[src/event_rule_matcher_assert.svh]
// ----------------------------------------------------------------------------
// Event rule matcher assertion macros
// Shorthand for clocked, reset-qualified concurrent assertions.
// ----------------------------------------------------------------------------
`ifndef EVENT_RULE_MATCHER_ASSERT_SVH
`define EVENT_RULE_MATCHER_ASSERT_SVH

// Consequent must hold in the same cycle as the antecedent.
`define ERM_ASSERT_IMP(lbl, ante, cons, msg) \
  lbl: assert property (@(posedge clk_i) disable iff (!rst_ni) (ante) |-> (cons)) \
    else $error(msg);

// Consequent must hold in the cycle after the antecedent.
`define ERM_ASSERT_NXT(lbl, ante, cons, msg) \
  lbl: assert property (@(posedge clk_i) disable iff (!rst_ni) (ante) |=> (cons)) \
    else $error(msg);

`endif

[src/erm_pkg.sv]
// ----------------------------------------------------------------------------
// Event rule matcher package
// Field widths, rule word layout, action codes and register indexes.
// ----------------------------------------------------------------------------
package erm_pkg;

  localparam int unsigned RulesDefault = 16;

  localparam int unsigned ActionW  = 2;
  localparam int unsigned EvTypeW  = 8;
  localparam int unsigned IdW      = 16;
  localparam int unsigned ModsW    = 8;
  localparam int unsigned ButtonW  = 8;
  localparam int unsigned IndexW   = 4;
  localparam int unsigned TotalW   = 5;
  localparam int unsigned CfgAddrW = 3;
  localparam int unsigned CfgDataW = 8;

  // Key word: keycode, node kind, presentation type, event type (msb to lsb).
  localparam int unsigned KeyW   = EvTypeW + 3 * IdW;
  // Extra word: command id, button, modifiers (msb to lsb).
  localparam int unsigned ExtraW = ModsW + ButtonW + IdW;

  typedef enum logic [ActionW-1:0] {
    ActMatch = 2'd0,
    ActAdd   = 2'd1,
    ActClear = 2'd2,
    ActRsvd  = 2'd3
  } action_e;

  localparam logic [CfgAddrW-1:0] CfgKeyDown  = 3'd0;
  localparam logic [CfgAddrW-1:0] CfgKeyUp    = 3'd1;
  localparam logic [CfgAddrW-1:0] CfgPtrDown  = 3'd2;
  localparam logic [CfgAddrW-1:0] CfgPtrUp    = 3'd3;
  localparam logic [CfgAddrW-1:0] CfgPtrMove  = 3'd4;

endpackage

[src/event_rule_matcher.sv]
// ----------------------------------------------------------------------------
// Event rule matcher
// First-match table of event-to-command rules with wildcard fields.
//
// An input transaction carries an action: add a rule, clear the table, or
// match an event against the stored rules, scanned from index 0 upward.
// Every input transaction yields exactly one output transaction.
// Add, clear and reserved actions, and a match on an empty table, go from
// acceptance through the result state into the output register. A match
// reads one rule per cycle from the synchronous rule memory, stops at the
// first hit or after the last held rule, and then takes the same path.
// A new item is taken in the cycle after the previous result has moved
// into the output register, never while an item is still in progress.
// The output register holds a result while the receiver stalls; the next
// item may be accepted and processed meanwhile, and waits at its end for
// the output register to free up.
// Reset empties the table and clears the event type codes; the rule memory
// itself is not cleared. The codes are to be written through the plain
// configuration port while the block is idle; it does not enforce this.
// ----------------------------------------------------------------------------
module event_rule_matcher #(
  parameter int unsigned RULES = erm_pkg::RulesDefault
) (
  input  logic                          clk_i,
  input  logic                          rst_ni,
  // configuration port
  input  logic                          cfg_we_i,
  input  logic [erm_pkg::CfgAddrW-1:0]  cfg_addr_i,
  input  logic [erm_pkg::CfgDataW-1:0]  cfg_wdata_i,
  // input channel
  input  logic                          in_valid_i,
  output logic                          in_ready_o,
  input  logic [erm_pkg::ActionW-1:0]   action_i,
  input  logic [erm_pkg::EvTypeW-1:0]   event_type_i,
  input  logic [erm_pkg::IdW-1:0]       pres_type_i,
  input  logic [erm_pkg::IdW-1:0]       node_kind_i,
  input  logic [erm_pkg::IdW-1:0]       keycode_i,
  input  logic [erm_pkg::ModsW-1:0]     mods_i,
  input  logic [erm_pkg::ButtonW-1:0]   button_i,
  input  logic [erm_pkg::IdW-1:0]       command_id_i,
  // output channel
  output logic                          out_valid_o,
  input  logic                          out_ready_i,
  output logic                          matched_o,
  output logic [erm_pkg::IndexW-1:0]    rule_index_o,
  output logic [erm_pkg::IdW-1:0]       command_out_o,
  output logic                          add_ok_o,
  output logic [erm_pkg::TotalW-1:0]    rule_total_o
);
  import erm_pkg::*;

  localparam int unsigned CntW   = $clog2(RULES + 1);
  localparam int unsigned AddrW  = (RULES > 1) ? $clog2(RULES) : 1;
  localparam int unsigned TotExW = (CntW > TotalW) ? CntW : TotalW;
  localparam int unsigned IdxExW = (AddrW > IndexW) ? AddrW : IndexW;

  typedef enum logic [1:0] {
    S_IDLE,
    S_SCAN,
    S_RESULT
  } state_e;

  state_e state_q;

  // Event type codes
  logic [CfgDataW-1:0] key_down_q, key_up_q, ptr_down_q, ptr_up_q, ptr_move_q;

  // Held input item
  logic [EvTypeW-1:0] ev_q;
  logic [IdW-1:0]     pt_q, nk_q, kc_q;
  logic [ModsW-1:0]   md_q;
  logic [ButtonW-1:0] bt_q;

  // Table and scan control
  logic [CntW-1:0]  count_q;
  logic [CntW-1:0]  idx_q;
  logic [CntW-1:0]  idx_nxt;

  // Pending result and output register
  logic             res_matched_q, res_add_ok_q;
  logic [AddrW-1:0] res_idx_q;
  logic [IdW-1:0]   res_cmd_q;
  logic             out_valid_q, out_matched_q, out_add_ok_q;
  logic [AddrW-1:0] out_idx_q;
  logic [IdW-1:0]   out_cmd_q;
  logic [CntW-1:0]  out_total_q;

  // Rule memories
  logic [KeyW-1:0]   keys_mem [RULES];
  logic [ExtraW-1:0] extra_mem [RULES];
  logic [KeyW-1:0]   keys_rd_q;
  logic [ExtraW-1:0] extra_rd_q;
  logic              mem_we;
  logic [AddrW-1:0]  wr_addr;
  logic [AddrW-1:0]  rd_addr;
  logic              table_full;

  logic              in_accept;
  logic [EvTypeW-1:0] r_ev;
  logic [IdW-1:0]     r_pt, r_nk, r_kc, r_cmd;
  logic [ModsW-1:0]   r_md;
  logic [ButtonW-1:0] r_bt;
  logic               is_key, is_ptr, hit;

  logic [TotExW-1:0] total_ext;
  logic [IdxExW-1:0] index_ext;

  assign in_ready_o = (state_q == S_IDLE);
  assign in_accept  = in_valid_i & in_ready_o;
  assign table_full = (count_q >= CntW'(RULES));
  assign mem_we     = in_accept & (action_i == ActAdd) & ~table_full;
  assign wr_addr    = count_q[AddrW-1:0];
  assign idx_nxt    = idx_q + 1'b1;
  // The address-zero read issued while idle is what the first scan cycle sees.
  assign rd_addr    = (state_q == S_SCAN) ? idx_nxt[AddrW-1:0] : '0;

  always_ff @(posedge clk_i) begin
    if (mem_we) begin
      keys_mem[wr_addr]  <= {keycode_i, node_kind_i, pres_type_i, event_type_i};
      extra_mem[wr_addr] <= {command_id_i, button_i, mods_i};
    end
    keys_rd_q  <= keys_mem[rd_addr];
    extra_rd_q <= extra_mem[rd_addr];
  end

  always_ff @(posedge clk_i) begin
    if (in_accept) begin
      ev_q <= event_type_i;
      pt_q <= pres_type_i;
      nk_q <= node_kind_i;
      kc_q <= keycode_i;
      md_q <= mods_i;
      bt_q <= button_i;
    end
  end

  always_ff @(posedge clk_i or negedge rst_ni) begin
    if (!rst_ni) begin
      key_down_q <= '0;
      key_up_q   <= '0;
      ptr_down_q <= '0;
      ptr_up_q   <= '0;
      ptr_move_q <= '0;
    end else if (cfg_we_i) begin
      case (cfg_addr_i)
        CfgKeyDown: key_down_q <= cfg_wdata_i;
        CfgKeyUp:   key_up_q   <= cfg_wdata_i;
        CfgPtrDown: ptr_down_q <= cfg_wdata_i;
        CfgPtrUp:   ptr_up_q   <= cfg_wdata_i;
        CfgPtrMove: ptr_move_q <= cfg_wdata_i;
        default: ;
      endcase
    end
  end

  // Rule comparison against the entry read in the previous cycle.
  assign r_ev  = keys_rd_q[EvTypeW-1:0];
  assign r_pt  = keys_rd_q[EvTypeW +: IdW];
  assign r_nk  = keys_rd_q[EvTypeW + IdW +: IdW];
  assign r_kc  = keys_rd_q[EvTypeW + 2 * IdW +: IdW];
  assign r_md  = extra_rd_q[ModsW-1:0];
  assign r_bt  = extra_rd_q[ModsW +: ButtonW];
  assign r_cmd = extra_rd_q[ModsW + ButtonW +: IdW];

  assign is_key = (ev_q == key_down_q) | (ev_q == key_up_q);
  assign is_ptr = (ev_q == ptr_down_q) | (ev_q == ptr_up_q) | (ev_q == ptr_move_q);

  always_comb begin
    hit = 1'b1;
    if ((r_ev != '0) && (r_ev != ev_q)) hit = 1'b0;
    if ((r_pt != '0) && (r_pt != pt_q)) hit = 1'b0;
    if ((r_nk != '0) && (r_nk != nk_q)) hit = 1'b0;
    if ((r_kc != '0) && (!is_key || (kc_q != r_kc) || (md_q != r_md))) hit = 1'b0;
    if ((r_bt != '0) && (!is_ptr || (bt_q != r_bt) || (md_q != r_md))) hit = 1'b0;
  end

  always_ff @(posedge clk_i or negedge rst_ni) begin
    if (!rst_ni) begin
      state_q       <= S_IDLE;
      count_q       <= '0;
      idx_q         <= '0;
      res_matched_q <= 1'b0;
      res_add_ok_q  <= 1'b0;
      res_idx_q     <= '0;
      res_cmd_q     <= '0;
      out_valid_q   <= 1'b0;
      out_matched_q <= 1'b0;
      out_add_ok_q  <= 1'b0;
      out_idx_q     <= '0;
      out_cmd_q     <= '0;
      out_total_q   <= '0;
    end else begin
      // While a result is pending, the result state alone updates the valid flag.
      if (out_ready_i && (state_q != S_RESULT)) begin
        out_valid_q <= 1'b0;
      end
      case (state_q)
        S_IDLE: begin
          if (in_accept) begin
            res_matched_q <= 1'b0;
            res_add_ok_q  <= 1'b0;
            res_idx_q     <= '0;
            res_cmd_q     <= '0;
            idx_q         <= '0;
            state_q       <= S_RESULT;
            case (action_e'(action_i))
              ActMatch: begin
                if (count_q != '0) begin
                  state_q <= S_SCAN;
                end
              end
              ActAdd: begin
                if (!table_full) begin
                  count_q      <= count_q + 1'b1;
                  res_add_ok_q <= 1'b1;
                end
              end
              ActClear: count_q <= '0;
              default: ;
            endcase
          end
        end
        S_SCAN: begin
          if (hit) begin
            res_matched_q <= 1'b1;
            res_idx_q     <= idx_q[AddrW-1:0];
            res_cmd_q     <= r_cmd;
            state_q       <= S_RESULT;
          end else if (idx_nxt == count_q) begin
            state_q <= S_RESULT;
          end else begin
            idx_q <= idx_nxt;
          end
        end
        S_RESULT: begin
          if (!out_valid_q || out_ready_i) begin
            out_valid_q   <= 1'b1;
            out_matched_q <= res_matched_q;
            out_add_ok_q  <= res_add_ok_q;
            out_idx_q     <= res_idx_q;
            out_cmd_q     <= res_cmd_q;
            out_total_q   <= count_q;
            state_q       <= S_IDLE;
          end
        end
        default: state_q <= S_IDLE;
      endcase
    end
  end

  assign total_ext = TotExW'(out_total_q);
  assign index_ext = IdxExW'(out_idx_q);

  assign out_valid_o   = out_valid_q;
  assign matched_o     = out_matched_q;
  assign add_ok_o      = out_add_ok_q;
  assign command_out_o = out_cmd_q;
  assign rule_index_o  = index_ext[IndexW-1:0];
  assign rule_total_o  = total_ext[TotalW-1:0];

  `include "event_rule_matcher_assert.svh"

  `ERM_ASSERT_IMP(a_count_bound, 1'b1, count_q <= CntW'(RULES), "rule count above table size")
  `ERM_ASSERT_IMP(a_scan_in_table, state_q == S_SCAN, idx_q < count_q, "scan beyond held rules")
  `ERM_ASSERT_NXT(a_add_grows, mem_we, count_q == $past(count_q) + 1'b1, "add did not grow table")
  `ERM_ASSERT_IMP(a_match_not_add, out_valid_o && matched_o, !add_ok_o, "match and add both flagged")

endmodule
[config.mk]
export PLATFORM = sky130hd
export DESIGN_NAME = event_rule_matcher
export DESIGN_NICKNAME = d
export VERILOG_FILES = /design/src/erm_pkg.sv /design/src/event_rule_matcher.sv
export VERILOG_INCLUDE_DIRS = /design/src /design/src/src
export SDC_FILE = /design/constraint.sdc
export NUM_CORES = 2
export LEC_CHECK = 0
export ABC_CLOCK_PERIOD_IN_PS = 7500
export BUFFER_PORTS_ARGS = -buffer_cell sky130_fd_sc_hd__buf_4
export CORE_MARGIN = 2
export CORE_UTILIZATION = 40
export DETAILED_ROUTE_END_ITERATION = 7
export GPL_TIMING_DRIVEN = 1
export PLACE_DENSITY = 0.64
export SYNTH_ARGS = -nofsm -noshare
export SYNTH_HDL_FRONTEND = slang
export SYNTH_SLANG_ARGS = --single-unit
[constraint.sdc]
create_clock -name clk_i -period 7.5 [get_ports clk_i]
set_input_delay 1.125 -clock clk_i [delete_from_list [all_inputs] [get_ports clk_i]]
set_output_delay 1.125 -clock clk_i [all_outputs]
set_load 0.02 [all_outputs]
==> flow_summary_export.csv <==
group,metric,value,unit
routing,routed_via_density,5.62,
cts,cts_tree,"built",
synth,synth_edf_count,1480,
timing,worst_pin_slew,1240,ps
global_routing,antenna_found_initial,9,
timing,timing.fmax,0.227,GHz
critical_path,reg2reg_depth,6,
synth,synthCells,4131,
synth,synthArstFlopShare,6.11,%
synth,synth_top_family_by_area,"multiplexers",
placed_design,gp_congestion,0.767,
critical_path,crit_type,"flop to flop",
synth,yosys.area_share.adder,0.0953,%
critical_path,crit_required,8130,ps
routing,first_pass_iters,6,
routing,final_antenna_net_count,0,
synth,ys_seq_area_share,74.3,%
timing,skew,35.6,ps
routing,drt_iter0_markers,3967,
synth,synth-xor-area-share,1.65,%
global_routing,overflow,0,
routing,routed_wirelength,162000,um
timing,slew_violations,0,
global_routing,grt_usage,19.0,%
critical_path,reg2reg_from,"idx_q[0]",
critical_path,cp_cell_sequence,"ha_4 > and2_4 > buf_4 > o21ai_0 > o211ai_1 > o21ai_0",
floorplan,die_w,409,um
synth,syn_nets,4242,
synth,ys_types,54,
timing,grt_setup_unrepaired,"no",
synth,ys_ff_latch,1670,
critical_path,cp_max_fo,81,
global_routing,grt_pass1_vias,36319,
synth,syn_area,0.0656,mm2
global_routing,grt_max_degree,180,
routing,num_vias,36704,
synth,ys_warn_count,0,
flow_run,maxCapViolCount,0,
floorplan,core,0.163,mm2
floorplan,initial_core_util,40.3,%
floorplan,dieArea,0.167,mm2
cts,clk_path_buf_depth,3,
timing,setup_violations,0,
synth,synth_top_cell_by_area,"edfxtp_1",
layout,final_util,45.6,%
critical_path,cp_slowest_cell,"and2_4",
layout,postLayoutCellArea,0.0742,mm2
cts,clock_latency,800,ps
placed_design,io_buffer_count,134,
synth,synth.most_common_cell,"edfxtp_1",
synth,yosys-mux-area-fraction,9.74,%
synth,synth_flop_cell,"edfxtp_1",
timing,setup_tns,0,ps
cts,htreeDepth,4,
layout,layout.nets,4316,
synth,synthTopCellsByCount,"1,480 x edfxtp_1, 443 x a21oi_1, 331 x mux2_2",
status,outcome,"completed",
placed_design,place_ws,2830,ps
critical_path,critPathMostFrequentCell,"o21ai_0",
routing,drc,0,
floorplan,ios,135,
floorplan,die_h,409,um
synth,synthTopCellsByArea,"edfxtp_1 68%, mux2_2 5.7%, mux2i_1 4.1%",
cts,cts_buffers,166,
synth,synth_compound_area_share,9.23,%
timing,fin_crit_sh,58.6,%
cts,path_clk_slew,60,ps
timing,fin_crit,4400,ps
layout,drive_gt1_share,18.0,%
placed_design,dpl_cell_area,0.0690,mm2
synth,syn_avg_cell_area,15.9,um2
critical_path,critPathArrivalTime,5030,ps
timing,slew_headroom,17.0,%
hold_path,min_path_type,"input port to asynchronous set/reset pin",
synth,synth-simple-area-share,3.04,%
cts,cts-root-buf,"clkbuf_16",
cts,ctsResizeCount,0,
power_and_ir_drop,power.leakage,24.2,nW
placed_design,dp_hpwl,82900,um
synth,synth_top_area_share,67.7,%
layout,area_delta_synth_final,13.1,%
critical_path,worst_setup_path_end_kind,"flop",
timing,hold_viol,0,
cts,post_cts_buffers,0,
critical_path,reg2reg_setup_slack,3100,ps
timing,setup_ws,3100,ps
global_routing,grt_pass1_wl,241000,um
layout,fillers,13926,
power_and_ir_drop,peakVddDrop,0.252,mV
critical_path,start_kind,"flop",
cts,cts.sinks,1670,
critical_path,reg2reg_to,"keys_rd_q[16]",
power_and_ir_drop,power_density,306,mW/mm2
critical_path,max_stage_delay,1100,ps
floorplan,std_cell_rows,148,
cts,ctsHoldBuffers,0,
routing,wl_per_cell,24.8,um
## stage by stage
step | total power [mW] | cells | hold WS [ps]
after detailed placement | 14.9 | 6212 | 422
after floorplan | 13.6 | 4131 | 415
after global placement | 14.9 | 6212 | 421
after global routing | 23.5 | 6526 | 244
after CTS | 22.8 | 6523 | 205
final | 22.7 | 6527 | 244
## cell type report
| class | instances | area, um2 | share of cell area [%] |
|---|---|---|---|
| Multi-Input combinational cell | 2149 | 15800 | 21.3 |
| Clock inverter | 71 | 572 | 0.770 |
| Antenna cell | 4 | 10.0 | 0.0135 |
| Tap cell | 2175 | 2720 | 3.67 |
| Timing Repair Buffer | 192 | 1630 | 2.19 |
| Clock buffer | 240 | 4650 | 6.26 |
| Inverter | 26 | 103 | 0.138 |
| Sequential cell | 1670 | 48800 | 65.7 |
## how the worst max path moves through the flow
stage,from,end,cells past startpoint
floorplan,action_i[1],count_q[4],5
global placement,in_valid_i,keys_mem[11][30],7
detailed placement,in_valid_i,keys_mem[9][25],7
CTS,idx_q[0],keys_rd_q[26],6
global route,idx_q[0],keys_rd_q[27],6
finish,idx_q[0],keys_rd_q[16],6
## critical path, delay by kind of cell, from the launching register on
kind                       cells  cell delay, ps
AOI/OAI and AO/OA              3             540
buffers and inverters          1             790
adders and majority gates      1             800
DFF                            1             940
and+or+nand+nor                1            1100
## kinds of logic after synthesis
group           after synthesis
mux                         597
simple gates                408
fa+ha+maj                     5
xor+xnor                    121
compound gates             1018
flops                      1670
buf+inv                     312
## where the power goes
part	internal, mW	total (mW)	switching (mW)	leakage (nW)
Sequential	10.5	10.9	0.307	15.4
Clock	4.46	7.95	3.49	2.53
Combinational	1.42	3.88	2.46	6.29
## cell usage in the layout, fill, tap and decap left out, types with 14 or more instances in the layout
master	count
dfrtp_1	101
o21ai_0	250
nor4_1	45
clkinv_2	20
nand3_1	22
mux2_2	331
inv_1	24
buf_12	15
clkbuf_1	56
clkbuf_16	169
a221oi_1	88
clkbuf_8	15
and3_1	91
mux2i_1	266
nor2_4	14
o21ai_1	43
edfxtp_1	1480
o221ai_1	88
a21oi_1	443
nand2_1	201
o211ai_1	88
buf_4	177
clkinv_1	31
dfxtp_1	88
xor2_1	114
## flip-flops by register name (all words and copies together), names as in the netlist, 32 cells and up
name and flops:
extra_mem 512, extra_rd_q 32, keys_rd_q 56, keys_mem 896
## per-layer routing
layer | global-route usage (%) | share of wire (%)
met1 | 26.8 | 44
met5 | 0 | 0.014
met2 | 30.4 | 47
met3 | 3.53 | 6.9
met4 | 4.99 | 2.0
Note: power is estimated with default switching activity, not from simulation.
